===== config.mk =====
export PLATFORM = sky130hd
export DESIGN_NAME = bitmap_block_allocator_flat
export DESIGN_NICKNAME = d
export VERILOG_FILES = /design/src/design/bba_pkg.sv /design/src/design/bba_chan_if.sv /design/src/design/bba_ram.sv /design/src/design/bitmap_block_allocator.sv /design/src/flat_wrapper.sv
export SDC_FILE = /design/constraint.sdc
export NUM_CORES = 1
export LEC_CHECK = 0
export BUFFER_PORTS_ARGS = -buffer_cell sky130_fd_sc_hd__buf_2
export CAP_MARGIN = 0
export CORE_ASPECT_RATIO = 2
export CORE_MARGIN = 4
export CORE_UTILIZATION = 39
export CTS_BUF_LIST = sky130_fd_sc_hd__clkbuf_4 sky130_fd_sc_hd__clkbuf_8 sky130_fd_sc_hd__clkbuf_16
export DETAILED_ROUTE_END_ITERATION = 8
export GPL_TIMING_DRIVEN = 0
export SETUP_SLACK_MARGIN = 0.02
export SLEW_MARGIN = 5
export SYNTH_ARGS = -nofsm -noshare
export SYNTH_HDL_FRONTEND = slang
export SYNTH_SLANG_ARGS = --single-unit

===== constraint.sdc =====
create_clock -name clk -period 17.1 [get_ports clk]
set_input_delay 2.565 -clock clk [delete_from_list [all_inputs] [get_ports clk]]
set_output_delay 2.565 -clock clk [all_outputs]
set_load 0.03 [all_outputs]

===== src/design/bba_pkg.sv =====
package bba_pkg;

  localparam int IDX_W         = 8;
  localparam int CNT_W         = 9;
  localparam int IDX_RANGE     = 1 << IDX_W;
  localparam int BITS_PER_BYTE = 8;
  localparam int WORD_W        = 32;
  localparam int WORD_LB       = 5;

  typedef enum logic [1:0] {
    CMD_RESERVE = 2'd0,
    CMD_RELEASE = 2'd1,
    CMD_REINIT  = 2'd2,
    CMD_QUERY   = 2'd3
  } cmd_t;

  typedef enum logic [1:0] {
    STAT_OK       = 2'd0,
    STAT_NO_SPACE = 2'd1,
    STAT_RANGE    = 2'd2
  } status_t;

  typedef enum logic [1:0] {
    ST_IDLE,
    ST_SCAN,
    ST_REL,
    ST_DONE
  } state_t;

  typedef struct packed {
    logic [1:0]       command;
    logic [IDX_W-1:0] block_index;
  } req_t;

  typedef struct packed {
    logic [IDX_W-1:0] granted_index;
    logic [1:0]       status;
    logic [CNT_W-1:0] free_count;
  } rsp_t;

  typedef struct packed {
    logic [CNT_W-1:0] block_count;
  } cfg_t;

endpackage


===== src/design/bba_chan_if.sv =====
interface bba_chan_if #(
  parameter type T = logic
);
  logic valid;
  logic ready;
  T     data;

  modport source (output valid, output data, input ready);
  modport sink   (input valid, input data, output ready);
endinterface


===== src/design/bba_ram.sv =====
module bba_ram #(
  parameter int WIDTH = 32,
  parameter int DEPTH = 8
) (
  input  logic                                   clk,
  input  logic                                   we,
  input  logic [(DEPTH > 1 ? $clog2(DEPTH) : 1)-1:0] waddr,
  input  logic [WIDTH-1:0]                       wdata,
  input  logic [(DEPTH > 1 ? $clog2(DEPTH) : 1)-1:0] raddr,
  output logic [WIDTH-1:0]                       rdata
);
  logic [WIDTH-1:0] mem [DEPTH];

  always_ff @(posedge clk) begin
    if (we) begin
      mem[waddr] <= wdata;
    end
    rdata <= mem[raddr];
  end
endmodule


===== src/design/bitmap_block_allocator.sv =====
// Bitmap block allocator: one used bit per block plus a free-block counter.
// Channels: cmd (command, block_index) in, rsp (granted_index, status,
// free_count) out, cfg (block_count) for the device size. All are
// valid/ready; a transfer happens when both are high at a clock edge.
// One command is worked at a time. Query, reinitialize and out-of-range
// release go from idle straight to the done state; a release first reads its
// map word in the release state; a reserve reads W 32-bit map words in the
// scan state before a free block is found (W at most the larger of 1 and
// ceil(count/32), 8 for 256 blocks). The map RAM is read one word per cycle
// and the search walks the words in order.
// The result sits in an output register, so the next command is taken while
// it waits; a stalled receiver holds back only the completion of that next
// command. Reset, a cfg write and a reinitialize clear the map at once
// (per-word valid bits) with the map's own blocks reading as used; reset and
// cfg writes then hold cmd ready low while the free count is recomputed. cfg
// is always ready; write it only while idle, the block does not enforce this.
module bitmap_block_allocator #(
  parameter int MAX_BLOCKS  = 256,
  parameter int BLOCK_BYTES = 512
) (
  input logic       clk,
  input logic       rst,
  bba_chan_if.sink   cmd,
  bba_chan_if.source rsp,
  bba_chan_if.sink   cfg
);
  localparam int MAP_BITS = MAX_BLOCKS < bba_pkg::IDX_RANGE ? MAX_BLOCKS : bba_pkg::IDX_RANGE;
  localparam int WORDS    = (MAP_BITS + bba_pkg::WORD_W - 1) / bba_pkg::WORD_W;
  localparam int AW       = WORDS > 1 ? $clog2(WORDS) : 1;
  localparam int PB       = bba_pkg::BITS_PER_BYTE * BLOCK_BYTES;
  localparam int MAPB_MAX = (MAP_BITS + PB - 1) / PB;
  localparam int MBW      = $clog2(MAPB_MAX + 1);
  localparam int WW       = bba_pkg::WORD_W;
  localparam int LB       = bba_pkg::WORD_LB;
  localparam int CW       = bba_pkg::CNT_W;

  bba_pkg::state_t state, state_next;
  logic [CW-1:0]   block_count;
  logic            pend, pend_next;
  logic [CW-1:0]   free, free_next;
  logic [WORDS-1:0] wvalid, wvalid_next;
  logic [AW-1:0]   ptr, ptr_next;
  logic [LB-1:0]   rel_bit, rel_bit_next;
  bba_pkg::rsp_t   res, res_next, out;
  logic            out_valid;
  logic            load;

  logic [CW-1:0]   eff;
  logic [MBW-1:0]  mapb;
  logic            we;
  logic [AW-1:0]   waddr, raddr;
  logic [WW-1:0]   wdata, rd_q, word;
  logic [WW-1:0]   avail;
  logic            found;
  logic [LB-1:0]   found_bit;
  logic            last;

  function automatic logic [WW-1:0] init_word(input logic [AW-1:0] p,
                                              input logic [MBW-1:0] mb);
    logic [WW-1:0] w;
    w = '0;
    for (int b = 0; b < WW; b++) begin
      w[b] = 10'({p, LB'(b)}) < 10'(mb);
    end
    return w;
  endfunction

  bba_ram #(.WIDTH(WW), .DEPTH(WORDS)) u_map (
    .clk   (clk),
    .we    (we),
    .waddr (waddr),
    .wdata (wdata),
    .raddr (raddr),
    .rdata (rd_q)
  );

  assign eff = (block_count > CW'(MAP_BITS)) ? CW'(MAP_BITS) : block_count;

  always_comb begin
    mapb = '0;
    for (int i = 0; i < MAPB_MAX; i++) begin
      if (32'(eff) > i * PB) begin
        mapb = MBW'(i + 1);
      end
    end
  end

  assign word = wvalid[ptr] ? rd_q : init_word(ptr, mapb);

  always_comb begin
    for (int b = 0; b < WW; b++) begin
      avail[b] = !word[b] && (10'({ptr, LB'(b)}) < 10'(eff));
    end
    found     = 1'b0;
    found_bit = '0;
    for (int b = WW - 1; b >= 0; b--) begin
      if (avail[b]) begin
        found     = 1'b1;
        found_bit = LB'(b);
      end
    end
  end

  assign last = (10'({ptr, LB'(0)}) + 10'(WW) >= 10'(eff)) || (ptr == AW'(WORDS - 1));

  assign cmd.ready = (state == bba_pkg::ST_IDLE) && !pend;
  assign cfg.ready = 1'b1;
  assign rsp.valid = out_valid;
  assign rsp.data  = out;

  always_ff @(posedge clk) begin
    if (rst) begin
      state       <= bba_pkg::ST_IDLE;
      block_count <= CW'(256);
      pend        <= 1'b1;
      free        <= '0;
      wvalid      <= '0;
      out_valid   <= 1'b0;
    end else begin
      state  <= state_next;
      free   <= free_next;
      wvalid <= wvalid_next;
      if (cfg.valid && cfg.ready) begin
        block_count <= cfg.data.block_count;
        pend        <= 1'b1;
      end else begin
        pend <= pend_next;
      end
      if (load) begin
        out_valid <= 1'b1;
      end else if (rsp.ready) begin
        out_valid <= 1'b0;
      end
    end
  end

  always_ff @(posedge clk) begin
    ptr     <= ptr_next;
    rel_bit <= rel_bit_next;
    res     <= res_next;
    if (load) begin
      out <= res;
    end
  end

  always_comb begin
    state_next   = state;
    pend_next    = pend;
    free_next    = free;
    wvalid_next  = wvalid;
    ptr_next     = ptr;
    rel_bit_next = rel_bit;
    res_next     = res;
    raddr        = ptr;
    we           = 1'b0;
    waddr        = ptr;
    wdata        = word;
    load         = 1'b0;
    unique case (state)
      bba_pkg::ST_IDLE: begin
        if (pend) begin
          wvalid_next = '0;
          free_next   = eff - CW'(mapb);
          pend_next   = 1'b0;
        end else if (cmd.valid) begin
          res_next.granted_index = '0;
          res_next.status        = bba_pkg::STAT_OK;
          res_next.free_count    = free;
          state_next             = bba_pkg::ST_DONE;
          unique case (cmd.data.command)
            bba_pkg::CMD_RESERVE: begin
              ptr_next   = '0;
              raddr      = '0;
              state_next = bba_pkg::ST_SCAN;
            end
            bba_pkg::CMD_RELEASE: begin
              if (CW'(cmd.data.block_index) >= eff) begin
                res_next.status = bba_pkg::STAT_RANGE;
              end else begin
                ptr_next     = AW'(cmd.data.block_index >> LB);
                raddr        = AW'(cmd.data.block_index >> LB);
                rel_bit_next = cmd.data.block_index[LB-1:0];
                state_next   = bba_pkg::ST_REL;
              end
            end
            bba_pkg::CMD_REINIT: begin
              wvalid_next         = '0;
              free_next           = eff - CW'(mapb);
              res_next.free_count = eff - CW'(mapb);
            end
            bba_pkg::CMD_QUERY: begin
            end
          endcase
        end
      end
      bba_pkg::ST_SCAN: begin
        if (found) begin
          we                     = 1'b1;
          wdata                  = word | (WW'(1) << found_bit);
          wvalid_next[ptr]       = 1'b1;
          free_next              = free - CW'(free != '0);
          res_next.granted_index = 8'({ptr, found_bit});
          res_next.free_count    = free - CW'(free != '0);
          state_next             = bba_pkg::ST_DONE;
        end else if (last) begin
          res_next.status = bba_pkg::STAT_NO_SPACE;
          state_next      = bba_pkg::ST_DONE;
        end else begin
          ptr_next = ptr + AW'(1);
          raddr    = ptr + AW'(1);
        end
      end
      bba_pkg::ST_REL: begin
        if (word[rel_bit]) begin
          we                  = 1'b1;
          wdata               = word & ~(WW'(1) << rel_bit);
          wvalid_next[ptr]    = 1'b1;
          free_next           = free + CW'(free < eff);
          res_next.free_count = free + CW'(free < eff);
        end
        state_next = bba_pkg::ST_DONE;
      end
      bba_pkg::ST_DONE: begin
        if (!out_valid || rsp.ready) begin
          load       = 1'b1;
          state_next = bba_pkg::ST_IDLE;
        end
      end
      default: state_next = bba_pkg::ST_IDLE;
    endcase
  end

  a_free_bound: assert property (@(posedge clk) disable iff (rst)
    !pend |-> free <= eff)
    else $error("free count above block count");

  a_write_state: assert property (@(posedge clk) disable iff (rst)
    we |-> (state == bba_pkg::ST_SCAN || state == bba_pkg::ST_REL))
    else $error("map write outside scan or release");

  a_accept_busy: assert property (@(posedge clk) disable iff (rst)
    (cmd.valid && cmd.ready) |=> state != bba_pkg::ST_IDLE)
    else $error("command transfer did not start work");

  a_done_out: assert property (@(posedge clk) disable iff (rst)
    (state == bba_pkg::ST_DONE && (!out_valid || rsp.ready)) |=> out_valid)
    else $error("result not presented");
endmodule


===== src/flat_wrapper.sv =====
// flat-port wrapper written by rule: the top's interface ports become plain ports
module bitmap_block_allocator_flat 
#(
  parameter int MAX_BLOCKS  = 256,
  parameter int BLOCK_BYTES = 512
)
  (clk, rst, cmd_valid, cmd_data, cmd_ready, rsp_valid, rsp_data, rsp_ready, cfg_valid, cfg_data, cfg_ready);
  bba_chan_if #(.T(bba_pkg::req_t)) cmd_i ();
  bba_chan_if #(.T(bba_pkg::rsp_t)) rsp_i ();
  bba_chan_if #(.T(bba_pkg::cfg_t)) cfg_i ();
  input logic clk;
  input logic rst;
  input wire logic [$bits(cmd_i.valid)-1:0] cmd_valid;
  input wire logic [$bits(cmd_i.data)-1:0] cmd_data;
  output wire logic [$bits(cmd_i.ready)-1:0] cmd_ready;
  output wire logic [$bits(rsp_i.valid)-1:0] rsp_valid;
  output wire logic [$bits(rsp_i.data)-1:0] rsp_data;
  input wire logic [$bits(rsp_i.ready)-1:0] rsp_ready;
  input wire logic [$bits(cfg_i.valid)-1:0] cfg_valid;
  input wire logic [$bits(cfg_i.data)-1:0] cfg_data;
  output wire logic [$bits(cfg_i.ready)-1:0] cfg_ready;
  assign cmd_i.valid = cmd_valid;
  assign cmd_i.data = cmd_data;
  assign cmd_ready = cmd_i.ready;
  assign rsp_valid = rsp_i.valid;
  assign rsp_data = rsp_i.data;
  assign rsp_i.ready = rsp_ready;
  assign cfg_i.valid = cfg_valid;
  assign cfg_i.data = cfg_data;
  assign cfg_ready = cfg_i.ready;
  bitmap_block_allocator #(.MAX_BLOCKS(MAX_BLOCKS), .BLOCK_BYTES(BLOCK_BYTES)) u_core (.clk(clk), .rst(rst), .cmd(cmd_i), .rsp(rsp_i), .cfg(cfg_i));
endmodule

==> summary.md <==
| Metric | Value |
|---|---|
| Setup Fix Bufs, Post-CTS | 0 |
| WHS Path Cells | 0 |
| Area after DPL | 19800 um^2 |
| Clk pin slew, worst setup/hold paths | roughly 70 ps |
| Slew Viols, Final | 3 |
| CP startpoint kind | flop |
| PD cells | 159 nW/um^2 |
| Gr usage total | 28.6% |
| Int Pwr | ~1.9 mW |
| DRC | 0 |
| Gp weighted congestion | 1.04 |
| CTS tree | yes |
| CP max stage delay | ~1300 ps |
| Setup tns final | 0 ps |
| Syn Std Cell Area | 18500 um^2 |
| Worst EP arrival | 8360 ps |
| Largest net degree at the start of global routing | 31 |
| Max H-tree Level | 1 |
| Antenna violations before repair | 5 |
| Rel. slew slack | -8.56% |
| Combinational Power Share | 38.5% |
| Vias in the first global route | 15800 |
| Finished Layout Cells | 2329 |
| Root buf cell | clkbuf_16 |
| Sw frac | 41.9% |
| Pre-CTS setup slack | 9420 ps |
| Later-pin clock latency in the skew report | 600 ps |
| Syn. warnings | 0 |
| Max FO, Critical Path | 10 |
| Register-to-Register Path Depth | 15 |
| Post-layout min period | 8090 ps |
| Net Count, Synth | 1633 |
| Synth top area cells | edfxtp_1, dfxtp_1, o31a_1 |
| Power after layout | approximately 3.3 mW |
| Crit-path leading delay family | compound AO/OA/AOI/OAI gates |
| Final setup fails | 0 |
| Final design utilization | 44.8% |
| # rows | between 100 and 150 |
| Core Box Area | roughly 47000 um^2 |
| DR WL/cell | 32.1 um |
| #FFs+latches synth | 364 |
| Chip width | 162 um |
| Starting DRT DRC Count | around 1400 |
| Synth cell types | 100 |
| Vias | 15100 |
| Reg2reg end | u_core.u_map.mem[7][2] |
| Leak Pwr | 6.82 nW |
| Clock group share of total power | a little under a quarter |
| Worst hold path class | flop to flop |
| Failing checks | max-capacitance violations, max-slew violations |
| Hold Path End | u_core.rsp.data[0] |
| Peak supply drop | 78.8 uV |
| Worst Skew | about 19 ps |
| Crit path buf inv count | 5 |
| Grt met3 use | 4.92% |
| Main synth FF type | edfxtp_1 |
| # IOs | 46 |
| Cell count after synthesis | 1572 |
| CTS resizes | 0 |
| Global routing's busiest layer | met2 |
| Starting Density | 39.6% |
| GRT overflow | 0 |
| Via density | approximately 6.5 |
| Async set-reset flop share out of synthesis | 0% |
| # hold bufs at CTS | 0 |
| Final Cell Area | 21000 um^2 |
| R2R Path Start | u_core.block_count[8] |
| Critical-path cell with the highest stage delay | a2111oi_0 |
| DIE AREA | 51200 um^2 |
| Fin worst setup slack | 9010 ps |
| Total wire length | 74700 um |
| Met2 Use GR | 54.9% |
| Fin nets | 1734 |
| Tcrit/Tclk final | roughly 47% |
| IO buf count | 44 |
| CP dominant cell by count | clkbuf_1 |
| Worst hold start | u_core.res[0] |
| Cell Count Post-Placement | 2267 |
| EDFF count, synth | 299 |
| Pre-Repair DR Iteration Count | 6 |
| Vert. Die Dim | 316 um |
| Sequential fraction of the synthesis area | 55.5% |
| Worst Tran Pin Value | 1590 ps |
| Layout cells sized above 1 | 15.1% |
| Worst-path cell chain | buf_4 > buf_2 > inv_1 > clkbuf_1 > nand2_1 > ha_1 > nand3b_1 > a2111oi_0 > or3_1 > a21bo_2 > o21ai_0 > nand3_1 > or2_2 > clkbuf_1 > o32ai_2 |
| Syn avg cell area | 11.8 um^2 |
| Register share of total power | 37.9% |
| Remaining antenna violation count | 0 |
| Setup crit end kind | flop |
| Post-DP HPWL | 57500 um |
| Clock Path Buffers | 3 |
| Fmax | between 100 and 150 MHz |
| Critical Path RT | 17380 ps |
| Net Switching | 1.40 mW |
| Hold WS | 422 ps |
| Status | finished, violations left |
| First-pass GRT wire length | 107000 um |
| Max-Cap Viols | 1 |
| RSZ-0062 raised after global routing | no |
| Biggest area consumer among synthesized cells | edfxtp_1 |
| Area fraction of the dominant cell type after synthesis | 48.5% |
| Kind of critical path | flop to flop |
| Clock sink total | 364 |
| Reg2Reg Setup Slack | between 9000 and 10000 ps |
| Area delta synth->final | 13.3% |
| CTS Buf Count | 31 |
| Endpoints failing hold | 0 |
| Grt met1 use | 24.8% |
## registers in the layout, indices dropped and copies added, names as in the netlist, 2 cells and up
name / flops
u_core.block_count: 9
u_core.free: 9
u_core.ptr: 3
u_core.rel_bit: 5
u_core.res: 19
u_core.rsp.data: 19
u_core.state: 2
u_core.u_map.mem: 256
u_core.u_map.rdata: 32
u_core.wvalid: 8
## Yosys cell counts (5+ instances only)
master       n
a31oi_1     14
a2111oi_0  129
a2bb2oi_1    6
a31o_2      17
a41oi_1      6
a21o_1      17
o21a_1      14
o32ai_1      7
and2_1      13
nand2b_1    10
a221oi_1    16
a32o_1       5
nor3_1      28
a22oi_1      6
buf_4       14
a21oi_1     66
o31a_1     130
a211oi_1    13
o2111ai_1    5
mux4_2       7
nand2_1     86
nor4_1      35
nand4_1      9
ha_1        37
or2_2        7
nor2b_1     11
mux2i_1     12
buf_2       29
o22ai_1      6
dfxtp_1     65
edfxtp_1   299
clkbuf_1    85
o21ai_0     68
inv_1       35
nor3b_1      5
nand3_1     31
or3_1        7
buf_6       11
and3_1       5
o211ai_1    15
a32oi_1      6
a21boi_0     5
nor2_1      85
## cells in the final DEF, fill, tap and decap left out, types with 12 or more instances in the layout
master / count
a31oi_1: 14
o21a_1: 14
buf_2: 73
a21oi_1: 66
ha_1: 37
nand2_1: 86
nand3_1: 31
buf_6: 16
a31o_2: 17
dfxtp_1: 65
nor4_1: 33
a2111oi_0: 129
a21o_1: 17
a221oi_1: 16
mux2i_1: 12
edfxtp_1: 299
o21ai_0: 68
inv_1: 35
nor2_1: 81
and2_1: 13
nor3_1: 24
o31a_1: 130
a211oi_1: 13
o211ai_1: 15
clkbuf_1: 85
buf_4: 29
clkbuf_16: 31
## final cells by class
cell class | instances | area (um^2)
antenna | 4 | 10.0
fill | 4463 | 25800
multi-input combinational | 1026 | 7460
clock buffer | 37 | 846
sequential | 364 | 10300
inverter | 40 | 150
clock inverter | 21 | 280
buffer | 142 | 704
timing repair buffer | 68 | 464
tap | 627 | 785
## power by group through the flow
stage | logic, mW | registers (mW) | clock network (mW)
after floorplan | 0.757 | 1.21 | 0
after global placement | 1.22 | 1.28 | 0
after detailed placement | 1.24 | 1.28 | 0
after CTS | 1.24 | 1.26 | 0.797
after global routing | 1.35 | 1.27 | 0.829
final | 1.29 | 1.27 | 0.788
## worst reg2reg max path: cells and delay by family, from the launching register on
| family | cells | cell delay (ps) |
|---|---|---|
| compound gates | 4 | 3370 |
| fa+ha+maj | 1 | 590 |
| buf+inv | 5 | 1550 |
| flops | 1 | 350 |
| simple gates | 5 | 1910 |
## kinds of logic after synthesis
group | synth area share (%)
AOI/OAI and AO/OA | 25.1
xor gates and xnor gates | 0.142
adders and majority gates | 2.50
buffers and inverters | 4.61
DFF | 55.5
muxes | 1.62
other | 0.0202
and+or+nand+nor | 10.5
## worst max path at each step
| stage | cells past startpoint | from | slack, ps | to |
|---|---|---|---|---|
| final | 15 | u_core.block_count[8] | 9010 | u_core.u_map.mem[7][2] |
| after global routing | 18 | u_core.block_count[8] | 9230 | u_core.u_map.rdata[2] |
| after CTS | 15 | u_core.block_count[8] | 9390 | u_core.u_map.mem[7][2] |
| after detailed placement | 15 | u_core.block_count[8] | 9420 | u_core.u_map.mem[6][2] |
| after global placement | 16 | u_core.block_count[8] | 5270 | u_core.u_map.mem[5][25] |
| after floorplan | 16 | u_core.block_count[8] | 10130 | u_core.u_map.mem[4][0] |
## metal layers
metal,up-vias,part of all wire [%]
met4,2,11
met3,303,5.3
met5,-,0.017
met1,7463,30
met2,717,54
li1,6629,-
(Power assumes the default switching activity.)
